## src/rtl/hsa_pkg.sv

```systemverilog
package hsa_pkg;

	localparam int HANDLE_W   = 8;
	localparam int CNT_W      = 9;
	localparam int IDENT_IO_W = 64;

	typedef enum logic [1:0] {
		CMD_CREATE = 2'd0,
		CMD_REMOVE = 2'd1,
		CMD_SET    = 2'd2,
		CMD_GET    = 2'd3
	} cmd_t;

	typedef enum logic [1:0] {
		ST_OK        = 2'd0,
		ST_FULL      = 2'd1,
		ST_BAD_HANDLE = 2'd2
	} status_t;

	typedef enum logic [1:0] {
		S_IDLE,
		S_READ,
		S_LOOKUP,
		S_FINISH
	} state_t;

	typedef struct packed {
		cmd_t                  cmd;
		logic [HANDLE_W-1:0]   handle;
		logic [IDENT_IO_W-1:0] ident_in;
	} req_t;

	typedef struct packed {
		status_t               status;
		logic [HANDLE_W-1:0]   new_handle;
		logic [HANDLE_W-1:0]   dense_slot;
		logic [IDENT_IO_W-1:0] ident_out;
		logic                  ident_present;
	} rsp_t;

	// controller -> datapath
	typedef struct packed {
		logic capture;
		logic read_a;
		logic read_b;
		logic commit;
	} ctrl_cmd_t;

	// datapath -> controller
	typedef struct packed {
		logic is_create;
		logic out_free;
	} ctrl_sts_t;

endpackage

```

## src/rtl/hsa_ctrl.sv

```systemverilog
module hsa_ctrl (
	input  logic                  clk,
	input  logic                  arst_n,
	input  logic                  req_valid,
	output logic                  req_stall,
	input  hsa_pkg::ctrl_sts_t    sts,
	output hsa_pkg::ctrl_cmd_t    cmd
);
	hsa_pkg::state_t state_q, state_d;
	logic ready;

	always_ff @(posedge clk or negedge arst_n) begin
		if (!arst_n) begin
			state_q <= hsa_pkg::S_IDLE;
		end else begin
			state_q <= state_d;
		end
	end

	always_comb begin
		state_d = state_q;
		unique case (state_q)
			hsa_pkg::S_IDLE: begin
				if (req_valid) state_d = hsa_pkg::S_READ;
			end
			hsa_pkg::S_READ: begin
				state_d = sts.is_create ? hsa_pkg::S_FINISH : hsa_pkg::S_LOOKUP;
			end
			hsa_pkg::S_LOOKUP: begin
				state_d = hsa_pkg::S_FINISH;
			end
			hsa_pkg::S_FINISH: begin
				if (sts.out_free) begin
					state_d = req_valid ? hsa_pkg::S_READ : hsa_pkg::S_IDLE;
				end
			end
			default: state_d = hsa_pkg::S_IDLE;
		endcase
	end

	always_comb begin
		ready       = 1'b0;
		cmd.read_a  = 1'b0;
		cmd.read_b  = 1'b0;
		cmd.commit  = 1'b0;
		unique case (state_q)
			hsa_pkg::S_IDLE:   ready = 1'b1;
			hsa_pkg::S_READ:   cmd.read_a = 1'b1;
			hsa_pkg::S_LOOKUP: cmd.read_b = 1'b1;
			hsa_pkg::S_FINISH: begin
				// result goes out and the next command comes in on the same edge
				cmd.commit = sts.out_free;
				ready      = sts.out_free;
			end
			default: ready = 1'b0;
		endcase
		cmd.capture = ready & req_valid;
	end

	assign req_stall = !ready;

endmodule

```

## config.mk

```make
export PLATFORM = sky130hd
export DESIGN_NAME = hsa_ctrl
export DESIGN_NICKNAME = d
export VERILOG_FILES = /design/src/rtl/hsa_pkg.sv /design/src/rtl/hsa_ctrl.sv
export SDC_FILE = /design/constraint.sdc
export NUM_CORES = 1
export LEC_CHECK = 0
export ABC_CLOCK_PERIOD_IN_PS = 1350
export BUFFER_PORTS_ARGS = -buffer_cell sky130_fd_sc_hd__buf_2
export CAP_MARGIN = 15
export CORE_AREA = 5 5 42 44
export DETAILED_ROUTE_END_ITERATION = 6
export DIE_AREA = 0 0 47 49
export PLACE_DENSITY_LB_ADDON = 0.08
export SLEW_MARGIN = 10
export SYNTH_ARGS = -nofsm -noshare
export SYNTH_HDL_FRONTEND = slang
export SYNTH_SLANG_ARGS = --single-unit
```

## constraint.sdc

```tcl
create_clock -name clk -period 1.35 [get_ports clk]
set_clock_uncertainty 0.2 [all_clocks]
set_input_delay 0.0675 -clock clk [delete_from_list [all_inputs] [get_ports clk]]
set_output_delay 0.0675 -clock clk [all_outputs]
set_load 0.02 [all_outputs]
```

; ---- Yosys cells after proc, flatten, opt, wreduce, memory -nomap -nowiden
; Cells that the tools add are included.
[word_totals]
ff_bits = 2
word_cells = 19
[op_classes]
n_eq_ne = 5
mux = 9
n_bitwise = 1
reduce_logical = 3
[op_table]
columns = operator, count
row1 = $pmux 2 s4, 1
row2 = $mux 1, 5
row3 = $eq 2x2->1 const B, 2
row4 = $mux 2, 2
row5 = $ne 2x2->1 const B, 2
row6 = $eq 2x1->1 const B, 1
row7 = $logic_not 2->1, 1
row8 = $pmux 1 s2, 1
row9 = $reduce_and 2->1, 1
row10 = $and 1x1->1, 1
row11 = $logic_not 1->1, 1

; ---- Depth between registers and ports, before layout
; Gate-level depths: netlist of run 1.
[depth]
word_depth = 3
ltp_mapped = 5

; ---- Least setup slack after synthesis of run 1
; No wires, ideal clock.
[synth_timing]
kind = register to output
startpoint = reg state_q[0]
endpoint = out cmd[3] in the netlist's numbering
arrival_ns = 1.477
required_ns = 1.082
slack_ns = -0.395
stages_incl_launch_ff = 5
n_path_buf = 0
cell_sequence = dfrtp_1 ha_1 and2_1 o21bai_1 nor2_1
[synth_lines]
columns = item, line_no
row1 = "start, declared", hsa_ctrl.sv:9  ; hsa_pkg::state_t state_q, state_d;
row2 = "start signal, assigned", hsa_ctrl.sv:14  ; state_q <= hsa_pkg::S_IDLE;
row3 = "start signal, assigned", hsa_ctrl.sv:16  ; state_q <= state_d;
row4 = "end, declared", hsa_ctrl.sv:7  ; output hsa_pkg::ctrl_cmd_t cmd

==> reports/results.tsv, run 1 <==
stage	metric	value	unit
hold_path	hold path start	sts[0]	
power	Lkg Pwr	0.000217	uW
critical_path	Critical Path AT	1.31	ns
clock_tree	Max clock buf depth	2	
synthesis	mean area per synthesized cell	9.04	um2
drt	Routed WL	555	um
floorplanning	# rows	14	
sta	Max-Slew Margin vs Limit	0.859	
critical_path	reg2reg start	state_q[1]	
clock_tree	clock latency on the worst-skew pair	0.22	ns
synthesis	share of the synthesized area in the top cell type	0.252	
critical_path	setup slack, reg-to-reg	-0.18	ns
clock_tree	CTS sink count	2	
layout	proportion of layout cells with a drive suffix above 1	0.756	
clock_tree	H-tree levels	1	
grt	vias in the first global route	220	
layout	Top reg by flops	state_q	
status	failing checks	negative setup slack	
grt	gr ovfl total	0	
place	Final HPWL DP	421	um
drt	Post-DRT Antenna Nets	0	
clock_tree	clk root buf	clkbuf_4	
sta	final hold violation count	0	
grt	initial antenna violation count	0	
synthesis	largest cells by area after synthesis	dfrtp_1 25%, ha_1 25%, nor3_1 7.5%, mux2_4 7.5%, o22ai_2 6.3%	
sta	RSZ-0062 raised after global routing	yes	
power	Comb power frac	0.782	
drt	Pre-Repair DR Iteration Count	2	
power	Internal	748	uW
place	placed insts	51	
hold_path	Hold EP	state_q[0]	
layout	nets	56	
floorplanning	Die Span Y	49	um
sta	maximum clock rate	0.634	GHz
critical_path	crit end category	output port	
synthesis	Syn Inst Count	22	
place	placed cell area	328	um2
status	result of the run	finished, violations left	
layout	post-layout util	0.327	
synthesis	Warnings, synthesis	0	
sta	Worst Setup Slack, final	-0.227	ns
hold_path	hold-critical path depth	4	
synthesis	Yosys cell types	13	
floorplanning	core footprint	1400	um2
synthesis	area leader, netlist	dfrtp_1	
sta	worst-margin pin slew	0.210	ns
synthesis	register area share after synthesis	0.252	
layout	max reg flops	2	
layout	final std cells w/o fill	61	
floorplanning	starting density of the core	0.142	
sta	final setup fails	7	
critical_path	worst-path fanout max	4	
layout	Largest regs	state_q (2)	
place	routability congestion estimate from global placement	0.653	
hold_path	worst hold-check path type	primary input to flop	
synthesis	synthesized area	199	um2
critical_path	Startpoint Class	flop	
clock_tree	CTS tree	done	
drt	via count	227	
grt	largest net degree at the start of global routing	5	
sta	max-slew violations	0	
place	Port-buffer cells	9	
floorplanning	io pins	10	
layout	antenna cells	0	
drt	Initial DRC Count	2	
grt	first-pass GRT wire length	903	um
power	Net Switching	469	uW
floorplanning	die outline area	2300	um2
power	maximum VDD drop	1010	uV
layout	Fillers	146	
grt	gr usage total	0.0599	
critical_path	RR Endpoint	state_q[0]	
run	max_cap viols	0	
power	Clock power frac	0.107	
clock_tree	CTS buffer count	3	
power	Pwr Density	2660	nW/um2
critical_path	reg2reg path depth	6	
drt	Avg Vias per Cell	3.72	
critical_path	Setup Crit Path Kind	flop to output port	
power	Tot Pwr	1220	uW
drt	routed len/inst	9.10	um
synthesis	Synth Net Count	31	
sta	fin crit period	1.58	ns
layout	area growth from synthesis to layout	130	%
power	sw frac	0.385	
drt	DRC	0	
power	Reg power frac	0.112	
floorplanning	Die W	47	um
critical_path	Worst EP required	1.08	ns
synthesis	Seq cells post-synth	2	
layout	post-route cell area	458	um2
clock_tree	clk slew on worst S/H paths	0.03	ns
sta	period utilisation layout	1.17	
==> per-stage QoR <==
| stage | hold slack, ns | setup WS (ns) | setup TNS, ns |
|---|---|---|---|
| 2_1_floorplan | -0.428 | -0.0914 | -0.211 |
| 3_3_place_gp | -0.347 | -0.142 | -0.422 |
| 3_5_place_dp | -0.348 | -0.154 | -0.441 |
| 4_1_cts | 0.0561 | -0.250 | -0.997 |
| 5_1_grt | 0.0736 | -0.282 | -1.23 |
| 6_report | 0.0712 | -0.227 | -0.869 |
==> worst max-delay path by stage <==
stage / start / cells after the start / endpoint
floorplan: state_q[0] / 5 / state_q[1]
global placement: state_q[1] / 5 / state_q[1]
detailed placement: state_q[1] / 5 / state_q[1]
CTS: state_q[0] / 5 / cmd[3]
global route: state_q[0] / 5 / cmd[3]
finish: state_q[0] / 5 / cmd[3]
==> cell type report <==
| class | instances | area (um2) | area share |
|---|---|---|---|
| inverters | 5 | 18.8 | 0.0410 |
| repair buffers | 20 | 160 | 0.350 |
| flip-flops and latches | 2 | 50.0 | 0.109 |
| multi-input cells | 15 | 186 | 0.407 |
| well taps | 16 | 20.0 | 0.0437 |
| clock buffers | 3 | 22.5 | 0.0492 |
==> synth_stat cells <==
library cell  instances
nor3_1                3
o22ai_2               1
a21oi_1               1
dfrtp_1               2
a211o_1               1
inv_1                 3
nor2_1                1
ha_1                  4
inv_2                 2
and2_1                1
mux2_4                1
nand2b_1              1
o21bai_1              1
==> power groups by stage <==
stage	Sequential [uW]	Combinational (uW)	Clock, uW
global placement	139	711	0
floorplan	131	503	0
global route	139	1040	146
finish	136	951	130
detailed placement	139	713	0
CTS	138	920	139
==> logic make-up (layout without fill, tap and decap cells) <==
| kind of cell | Yosys count | in the layout | share of synthesized area |
|---|---|---|---|
| compound gates | 4 | 4 | 0.170 |
| fa+ha+maj | 4 | 4 | 0.252 |
| buf+inv | 5 | 28 | 0.0943 |
| flops | 2 | 2 | 0.252 |
| mux | 1 | 1 | 0.0754 |
| simple gates | 6 | 6 | 0.157 |
==> per-layer routing <==
| layer | GRT usage | vias to the layer above | part of all wire |
|---|---|---|---|
| li1 | - | 120 | - |
| met1 | 0.0681 | 101 | 0.41 |
| met2 | 0.0814 | 6 | 0.51 |
| met3 | 0.0111 | 0 | 0.083 |
| met4 | 0.0691 | 0 | 0 |
| met5 | 0 | - | 0 |
==> worst max-delay path, stage by stage (launching register included) <==
cell and delay (ns):
dfrtp_1 0.41, ha_2 0.22, and2_4 0.17, o21bai_4 0.12, nor2_2 0.05, buf_6 0.12
==> cells in the final DEF, fill, tap and decap left out <==
cell type and instances:
clkbuf_4 3, mux2_4 1, buf_2 4, and2_4 1, nor3_1 3, buf_4 10
nand2b_1 1, dfrtp_1 2, a211o_1 1, nor2_2 1, ha_2 1, o22ai_2 1
o21bai_4 1, dlygate4sd3_1 2, buf_6 4, a21oi_1 1, inv_1 1, inv_2 4
ha_4 3
==> timing repair <==
| item | in CTS | in global routing |
|---|---|---|
| pin swaps | 2 | 0 |
| setup buffers | 3 | 2 |
| endpoints found under the setup margin | 7 | 7 |
| hold endpoints to repair | 2 | 0 |
| gates resized for setup | 12 | 0 |
| hold buffers | 2 | 0 |
(Power assumes the default switching activity.)
==> run 2: changes to the inputs <==
ABC_CLOCK_PERIOD_IN_PS = 2000   (was 1350)
PLACE_DENSITY_LB_ADDON = default   (was 0.08)
clock period = 2 ns   (was 1.35 ns; I/O delays follow)
==> run 2 against run 1 <==
The run now ends clean; clock power fell by 29%; sequential share of layout area rose by 5.4 points; first-iteration DRC count rose by 50%; wire length fell by 15%; non-clock buffer count fell by 9; critical endpoint unchanged; largest power group unchanged.
==> reports/results.tsv, run 2 (synthesized netlist as in run 1, its figures left out) <==
stage	metric	value	unit	change
sta	final setup fails	0		was 7
drt	DRC	0		unchanged
critical_path	CP Buf/Inv Count	2		was 1
power	maximum VDD drop	291	uV	was 1010 uV
critical_path	Setup Crit Path Kind	flop to output port		unchanged
hold_path	hold path start	sts[0]		unchanged
place	Final HPWL DP	356	um	was 421 um
sta	worst-margin pin slew	0.168	ns	was 0.210 ns
clock_tree	Post-CTS Setup Bufs	0		was 3
floorplanning	die outline area	2300	um2	unchanged
floorplanning	Die W	47	um	unchanged
critical_path	setup slack, reg-to-reg	0.43	ns	was -0.18 ns
layout	most frequent cells in the layout	9 x buf_2, 4 x ha_1, 3 x inv_1, 3 x nor3_1, 3 x clkbuf_4		was 10 x buf_4, 4 x inv_2, 4 x buf_2, 4 x buf_6
grt	first-pass GRT wire length	814	um	was 903 um
critical_path	delay-heaviest family, CP	flip-flops		unchanged
floorplanning	# rows	14		unchanged
critical_path	crit end category	output port		unchanged
grt	gr usage total	0.0549		was 0.0599
drt	Avg Vias per Cell	3.67		was 3.72
layout	nets	47		was 56
power	Pwr Density	1680	nW/um2	was 2660 nW/um2
place	routability congestion estimate from global placement	0.640		was 0.653
clock_tree	CTS buffer count	3		unchanged
hold_path	Hold EP	state_q[0]		unchanged
drt	via count	191		was 227
clock_tree	CTS sink count	2		unchanged
clock_tree	H-tree levels	1		unchanged
status	result of the run	complete, no violations		was finished, violations left
critical_path	RR Endpoint	state_q[1]		was state_q[0]
floorplanning	io pins	10		unchanged
drt	Initial DRC Count	3		was 2
drt	Pre-Repair DR Iteration Count	4		was 2
floorplanning	starting density of the core	0.142		unchanged
floorplanning	core footprint	1400	um2	unchanged
place	placed insts	47		was 51
critical_path	Critical Path AT	1.45	ns	was 1.31 ns
drt	routed len/inst	9.06	um	was 9.10 um
layout	final std cells w/o fill	52		was 61
layout	Top reg by flops	state_q		unchanged
sta	maximum clock rate	0.571	GHz	
clock_tree	clk root buf	clkbuf_4		unchanged
layout	leading cell type in the layout, fill and taps excluded	buf_2		was buf_4
critical_path	reg2reg path depth	5		was 6
power	Lkg Pwr	0.000170	uW	was 0.000217 uW
place	Port-buffer cells	9		unchanged
drt	Post-DRT Antenna Nets	0		unchanged
critical_path	worst-path fanout max	5		was 4
floorplanning	Die Span Y	49	um	unchanged
hold_path	hold-critical path depth	3		was 4
critical_path	Worst Setup SP	state_q[0]		unchanged
layout	antenna cells	0		unchanged
sta	Max-Slew Margin vs Limit	0.888		was 0.859
grt	vias in the first global route	205		was 220
critical_path	Worst EP required	1.70	ns	was 1.08 ns
sta	RSZ-0062 raised after global routing	no		was yes
layout	Largest regs	state_q (2)		unchanged
critical_path	reg2reg start	state_q[0]		was state_q[1]
clock_tree	Max clock buf depth	2		unchanged
run	max_cap viols	0		unchanged
sta	fin crit period	1.75	ns	
grt	gr ovfl total	0		unchanged
critical_path	CP max-delay cell	dfrtp_1		unchanged
drt	Routed WL	471	um	was 555 um
layout	post-route cell area	307	um2	was 458 um2
place	placed cell area	264	um2	was 328 um2
sta	Final TNS setup	0	ns	was -0.869 ns
critical_path	crit-path cells	inv_1 > ha_1 > o21bai_1 > nor2_1 > buf_2		was ha_2 > and2_4 > o21bai_4 > nor2_2 > buf_6
layout	max reg flops	2		unchanged
clock_tree	clock latency on the worst-skew pair	0.23	ns	was 0.22 ns
layout	proportion of layout cells with a drive suffix above 1	0.444		was 0.756
critical_path	biggest cell delay along the critical path	0.41	ns	about the same
clock_tree	clk slew on worst S/H paths	0.03	ns	about the same
sta	final hold violation count	0		unchanged
layout	area growth from synthesis to layout	54.1	%	was 130%
clock_tree	CTS tree	done		unchanged
grt	initial antenna violation count	0		unchanged
sta	period utilisation layout	0.875		
grt	largest net degree at the start of global routing	6		was 5
sta	max-slew violations	0		unchanged
hold_path	worst hold-check path type	primary input to flop		unchanged
critical_path	Startpoint Class	flop		unchanged
[run 2: changes by cell type in the layout (fill, tap and decap cells not counted), moves of 2 or more]
cell,delta
buf_6,-4
ha_4,-3
inv_1,+2
buf_4,-10
ha_1,+4
inv_2,-2
buf_2,+5
[run 2: routing by layer]
layer / vias to the layer above / routed length (um) / global-route usage
met5: - / 0 / 0
met4: 0 / 12 / 0.0829
met3: 2 / 29 / 0.0221
met2: 7 / 252 / 0.0656
met1: 78 / 176 / 0.0548
li1: 104 / - / -
[run 2: area by class of cell]
cell class	count	area [um2]
Clock buffer	3	22.5
Fill cell	172	1090
Inverter	5	18.8
Multi-Input combinational cell	15	130
Sequential cell	2	50.0
Tap cell	16	20.0
Timing Repair Buffer	11	65.1
[run 2: how the worst max path moves through the flow]
stage                      end  slack (ns)  cells past startpoint
floorplan               cmd[3]        0.22                      4
CTS                     cmd[3]        0.24                      5
detailed placement  state_q[1]        0.43                      5
global route            cmd[3]        0.17                      5
global placement    state_q[1]        0.44                      5
finish                  cmd[3]        0.25                      5
[run 2: repair_timing]
item / CTS / global route
hold buffers: 2 / 0
endpoints found under the hold margin: 2 / 0
resized for setup: 0 / 0
[run 2: worst register-to-register path, delay by kind of cell, from the launching register on]
| kind | cells | cell delay [ns] |
|---|---|---|
| DFF | 1 | 0.41 |
| AOI/OAI and AO/OA | 1 | 0.16 |
| buffers and inverters | 2 | 0.15 |
| muxes | 1 | 0.31 |
| adders and majority gates | 1 | 0.21 |
[run 2: where the power goes]
group	total, uW	leakage [uW]	internal, uW	switching, uW
Combinational	332	0.000133	150	181
Clock	92.1	0.0000138	66.4	25.7
Sequential	89.9	0.0000232	64.2	25.7
Total	514	0.000170	281	233
[run 2: metrics by stage]
stage / util / total power (uW) / hold slack (ns) / worst slack, ns
global route: 0.219 / 576 / 0.0898 / 0.172
floorplan: - / 345 / -0.396 / 0.223
CTS: 0.219 / 523 / 0.0601 / 0.245
detailed placement: 0.188 / 421 / -0.311 / 0.433
global placement: 0.188 / 424 / -0.311 / 0.442
finish: 0.219 / 514 / 0.0560 / 0.250
==> run 3: changes to the inputs <==
ABC_AREA = 1   (was default)
==> run 3 against run 2 <==
Cell area down 1.2%; die area unchanged; wire length fell by 3.4%; global-route usage down 0.35 points; first-iteration DRC count increased by 33%; via count increased by 9.9%; sequential power down 4.6%; register-to-register slack improved by 0.24 ns; setup slack better by 0.082 ns; fmax rose by 4.9%; largest cell class unchanged; highest routed layer is now met3.
==> reports/results.tsv, run 3 <==
stage	metric	value	unit	change
floorplanning	die outline area	2300	um2	unchanged
synthesis	Async S/R FF share, synth	1.00		unchanged
clock_tree	CTS buffer count	3		unchanged
power	Lkg Pwr	0.000184	uW	was 0.000170 uW
drt	DRC	0		unchanged
synthesis	ys flop type	dfrtp_1		unchanged
layout	post-route cell area	303	um2	was 307 um2
clock_tree	clk root buf	clkbuf_4		unchanged
grt	Most Crowded Layer GR	met4		unchanged
drt	Initial DRC Count	4		was 3
critical_path	Critical Path AT	1.37	ns	was 1.45 ns
grt	largest net degree at the start of global routing	5		was 6
synthesis	synthesized area	195	um2	was 199 um2
layout	antenna cells	0		unchanged
critical_path	crit-path cells	inv_1 > ha_1 > nor3_1 > buf_2		was inv_1 > ha_1 > o21bai_1 > nor2_1 > buf_2
grt	GR Layer Usage met1	0.0549		was 0.0548
place	Final HPWL DP	371	um	was 356 um
sta	fin crit period	1.67	ns	was 1.75 ns
drt	via count	210		was 191
floorplanning	# rows	14		unchanged
clock_tree	clk slew on worst S/H paths	0.03	ns	about the same
floorplanning	io pins	10		unchanged
place	Port-buffer cells	9		unchanged
grt	initial antenna violation count	0		unchanged
grt	met2 Usage GRT	0.0679		was 0.0656
synthesis	most common library cells after synthesis	9 x nand2_1, 7 x inv_1, 4 x ha_1		was 4 x ha_1, 3 x inv_1, 3 x nor3_1
synthesis	share of the synthesized area in the top cell type	0.256		was 0.252
drt	Avg Vias per Cell	3.56		was 3.67
synthesis	Post-synth EDFFs	0		unchanged
sta	final hold violation count	0		unchanged
drt	Post-DRT Antenna Nets	0		unchanged
critical_path	Setup Crit Path Kind	flop to output port		unchanged
drt	routed len/inst	7.71	um	was 9.06 um
floorplanning	Die W	47	um	unchanged
clock_tree	# resized after CTS	0		unchanged
synthesis	Synth Net Count	38		was 31
synthesis	Yosys cell types	11		was 13
layout	max reg flops	2		unchanged
synthesis	Seq cells post-synth	2		unchanged
power	maximum VDD drop	408	uV	was 291 uV
hold_path	worst hold-check path type	primary input to flop		unchanged
sta	max-slew violations	0		unchanged
synthesis	largest cells by area after synthesis	dfrtp_1 26%, ha_1 26%, nand2_1 17%, inv_1 13%, nand2_2 3.2%		was dfrtp_1 25%, ha_1 25%, nor3_1 7.5%, mux2_4 7.5%, o22ai_2 6.3%
grt	first-pass GRT wire length	800	um	was 814 um
layout	Top reg by flops	state_q		unchanged
sta	period utilisation layout	0.834		was 0.875
grt	gr ovfl total	0		unchanged
clock_tree	Max clock buf depth	2		unchanged
critical_path	crit end category	output port		unchanged
grt	vias in the first global route	216		was 205
sta	worst-margin pin slew	0.156	ns	was 0.168 ns
floorplanning	core footprint	1400	um2	unchanged
sta	maximum clock rate	0.599	GHz	was 0.571 GHz
critical_path	worst-path fanout max	4		was 5
critical_path	CP max-delay cell	dfrtp_1		unchanged
grt	GRT met3 Usage	0.0111		was 0.0221
synthesis	Syn Inst Count	29		was 22
clock_tree	H-tree levels	1		unchanged
critical_path	biggest cell delay along the critical path	0.38	ns	was 0.41 ns
drt	Pre-Repair DR Iteration Count	4		unchanged
synthesis	area leader, netlist	dfrtp_1		unchanged
synthesis	Warnings, synthesis	0		unchanged
layout	post-layout util	0.216		was 0.219
grt	gr usage total	0.0514		was 0.0549
power	Pwr Density	1640	nW/um2	was 1680 nW/um2
layout	most frequent cells in the layout	9 x nand2_1, 9 x buf_2, 7 x inv_1, 4 x ha_1, 3 x clkbuf_4		was 9 x buf_2, 4 x ha_1, 3 x inv_1, 3 x nor3_1, 3 x clkbuf_4
floorplanning	Die Span Y	49	um	unchanged
clock_tree	clock latency on the worst-skew pair	0.22	ns	was 0.23 ns
sta	Max-Slew Margin vs Limit	0.895		was 0.888
drt	Routed WL	455	um	was 471 um
floorplanning	starting density of the core	0.139		was 0.142
place	routability congestion estimate from global placement	0.678		was 0.640
layout	proportion of layout cells with a drive suffix above 1	0.302		was 0.444
layout	Largest regs	state_q (2)		unchanged
synthesis	mean area per synthesized cell	6.73	um2	was 9.04 um2
synthesis	register area share after synthesis	0.256		was 0.252
critical_path	Startpoint Class	flop		unchanged
place	placed cell area	260	um2	was 264 um2
sta	Final TNS setup	0	ns	unchanged
clock_tree	CTS tree	done		unchanged
synthesis	most frequent cell after synthesis	nand2_1		was ha_1
sta	final setup fails	0		unchanged
power	Tot Pwr	496	uW	was 514 uW
layout	area growth from synthesis to layout	55.1	%	was 54.1%
sta	Hold WS	0.00836	ns	was 0.0560 ns
clock_tree	CTS sink count	2		unchanged
run	max_cap viols	0		unchanged
sta	RSZ-0062 raised after global routing	no		unchanged
critical_path	Worst EP required	1.70	ns	about the same
layout	nets	54		was 47
status	result of the run	complete, no violations		unchanged
-- run 3: changes by cell type after synthesis, moves of 2 or more --
cell	before	now
nand2_1	0	9
inv_1	3	7
inv_2	2	0
nor3_1	3	1
-- run 3: cells by family after synthesis --
kind of cell | after synthesis | synth area share
AOI/OAI and AO/OA | 3 | 0.0768
and+or+nand+nor | 13 | 0.276
DFF | 2 | 0.256
adders and majority gates | 4 | 0.256
buffers and inverters | 7 | 0.135
-- run 3: where the power goes --
part / leakage, uW / switching [uW] / total (uW) / internal (uW)
sequential: 0.0000236 / 21.6 / 85.8 / 64.2
combinational: 0.000147 / 205 / 321 / 117
clock: 0.0000138 / 22.7 / 88.9 / 66.2
total: 0.000184 / 249 / 496 / 247
-- run 3: layout make-up --
cell class	count	area, um2
clock buffers	3	22.5
fillers	173	1100
inverters	7	26.3
repair buffers	11	65.1
flip-flops and latches	2	50.0
multi-input cells	20	119
well taps	16	20.0
-- run 3: path summary, 6_finish.rpt --
check / endpoint / slack, ns / depth (start not counted) / from
max: cmd[3] / 0.33 / 4 / state_q[0]
min: state_q[0] / 0.008 / 5 / sts[1]
max reg2reg: state_q[0] / 0.67 / 7 / state_q[0]
min reg2reg: state_q[0] / 0.35 / 2 / state_q[0]
max in group asynchronous: state_q[1] / 0.95 / 3 / arst_n
min in group asynchronous: state_q[0] / 0.52 / 3 / arst_n
-- run 3: timing repair --
item                                   CTS  global route
hold buffers                             2             0
setup buffers                            0             0
endpoints found under the hold margin    2             0
-- run 3: routing by layer --
layer / vias up / share of wire
met3: 0 / 0.099
met4: 0 / 0
met1: 89 / 0.42
met5: - / 0
met2: 6 / 0.48
li1: 115 / -
-- run 3: metrics by stage --
stage,setup WS (ns),cells
after CTS,0.313,59
after global routing,0.259,59
after detailed placement,0.568,54
after global placement,0.598,54
after floorplan,0.404,29
final,0.332,59
-- run 3: critical path: cells and delay by family, from the launching register on --
family        cells  cell delay [ns]
flops             1             0.38
fa+ha+maj         1             0.31
buf+inv           2             0.27
simple gates      1             0.18
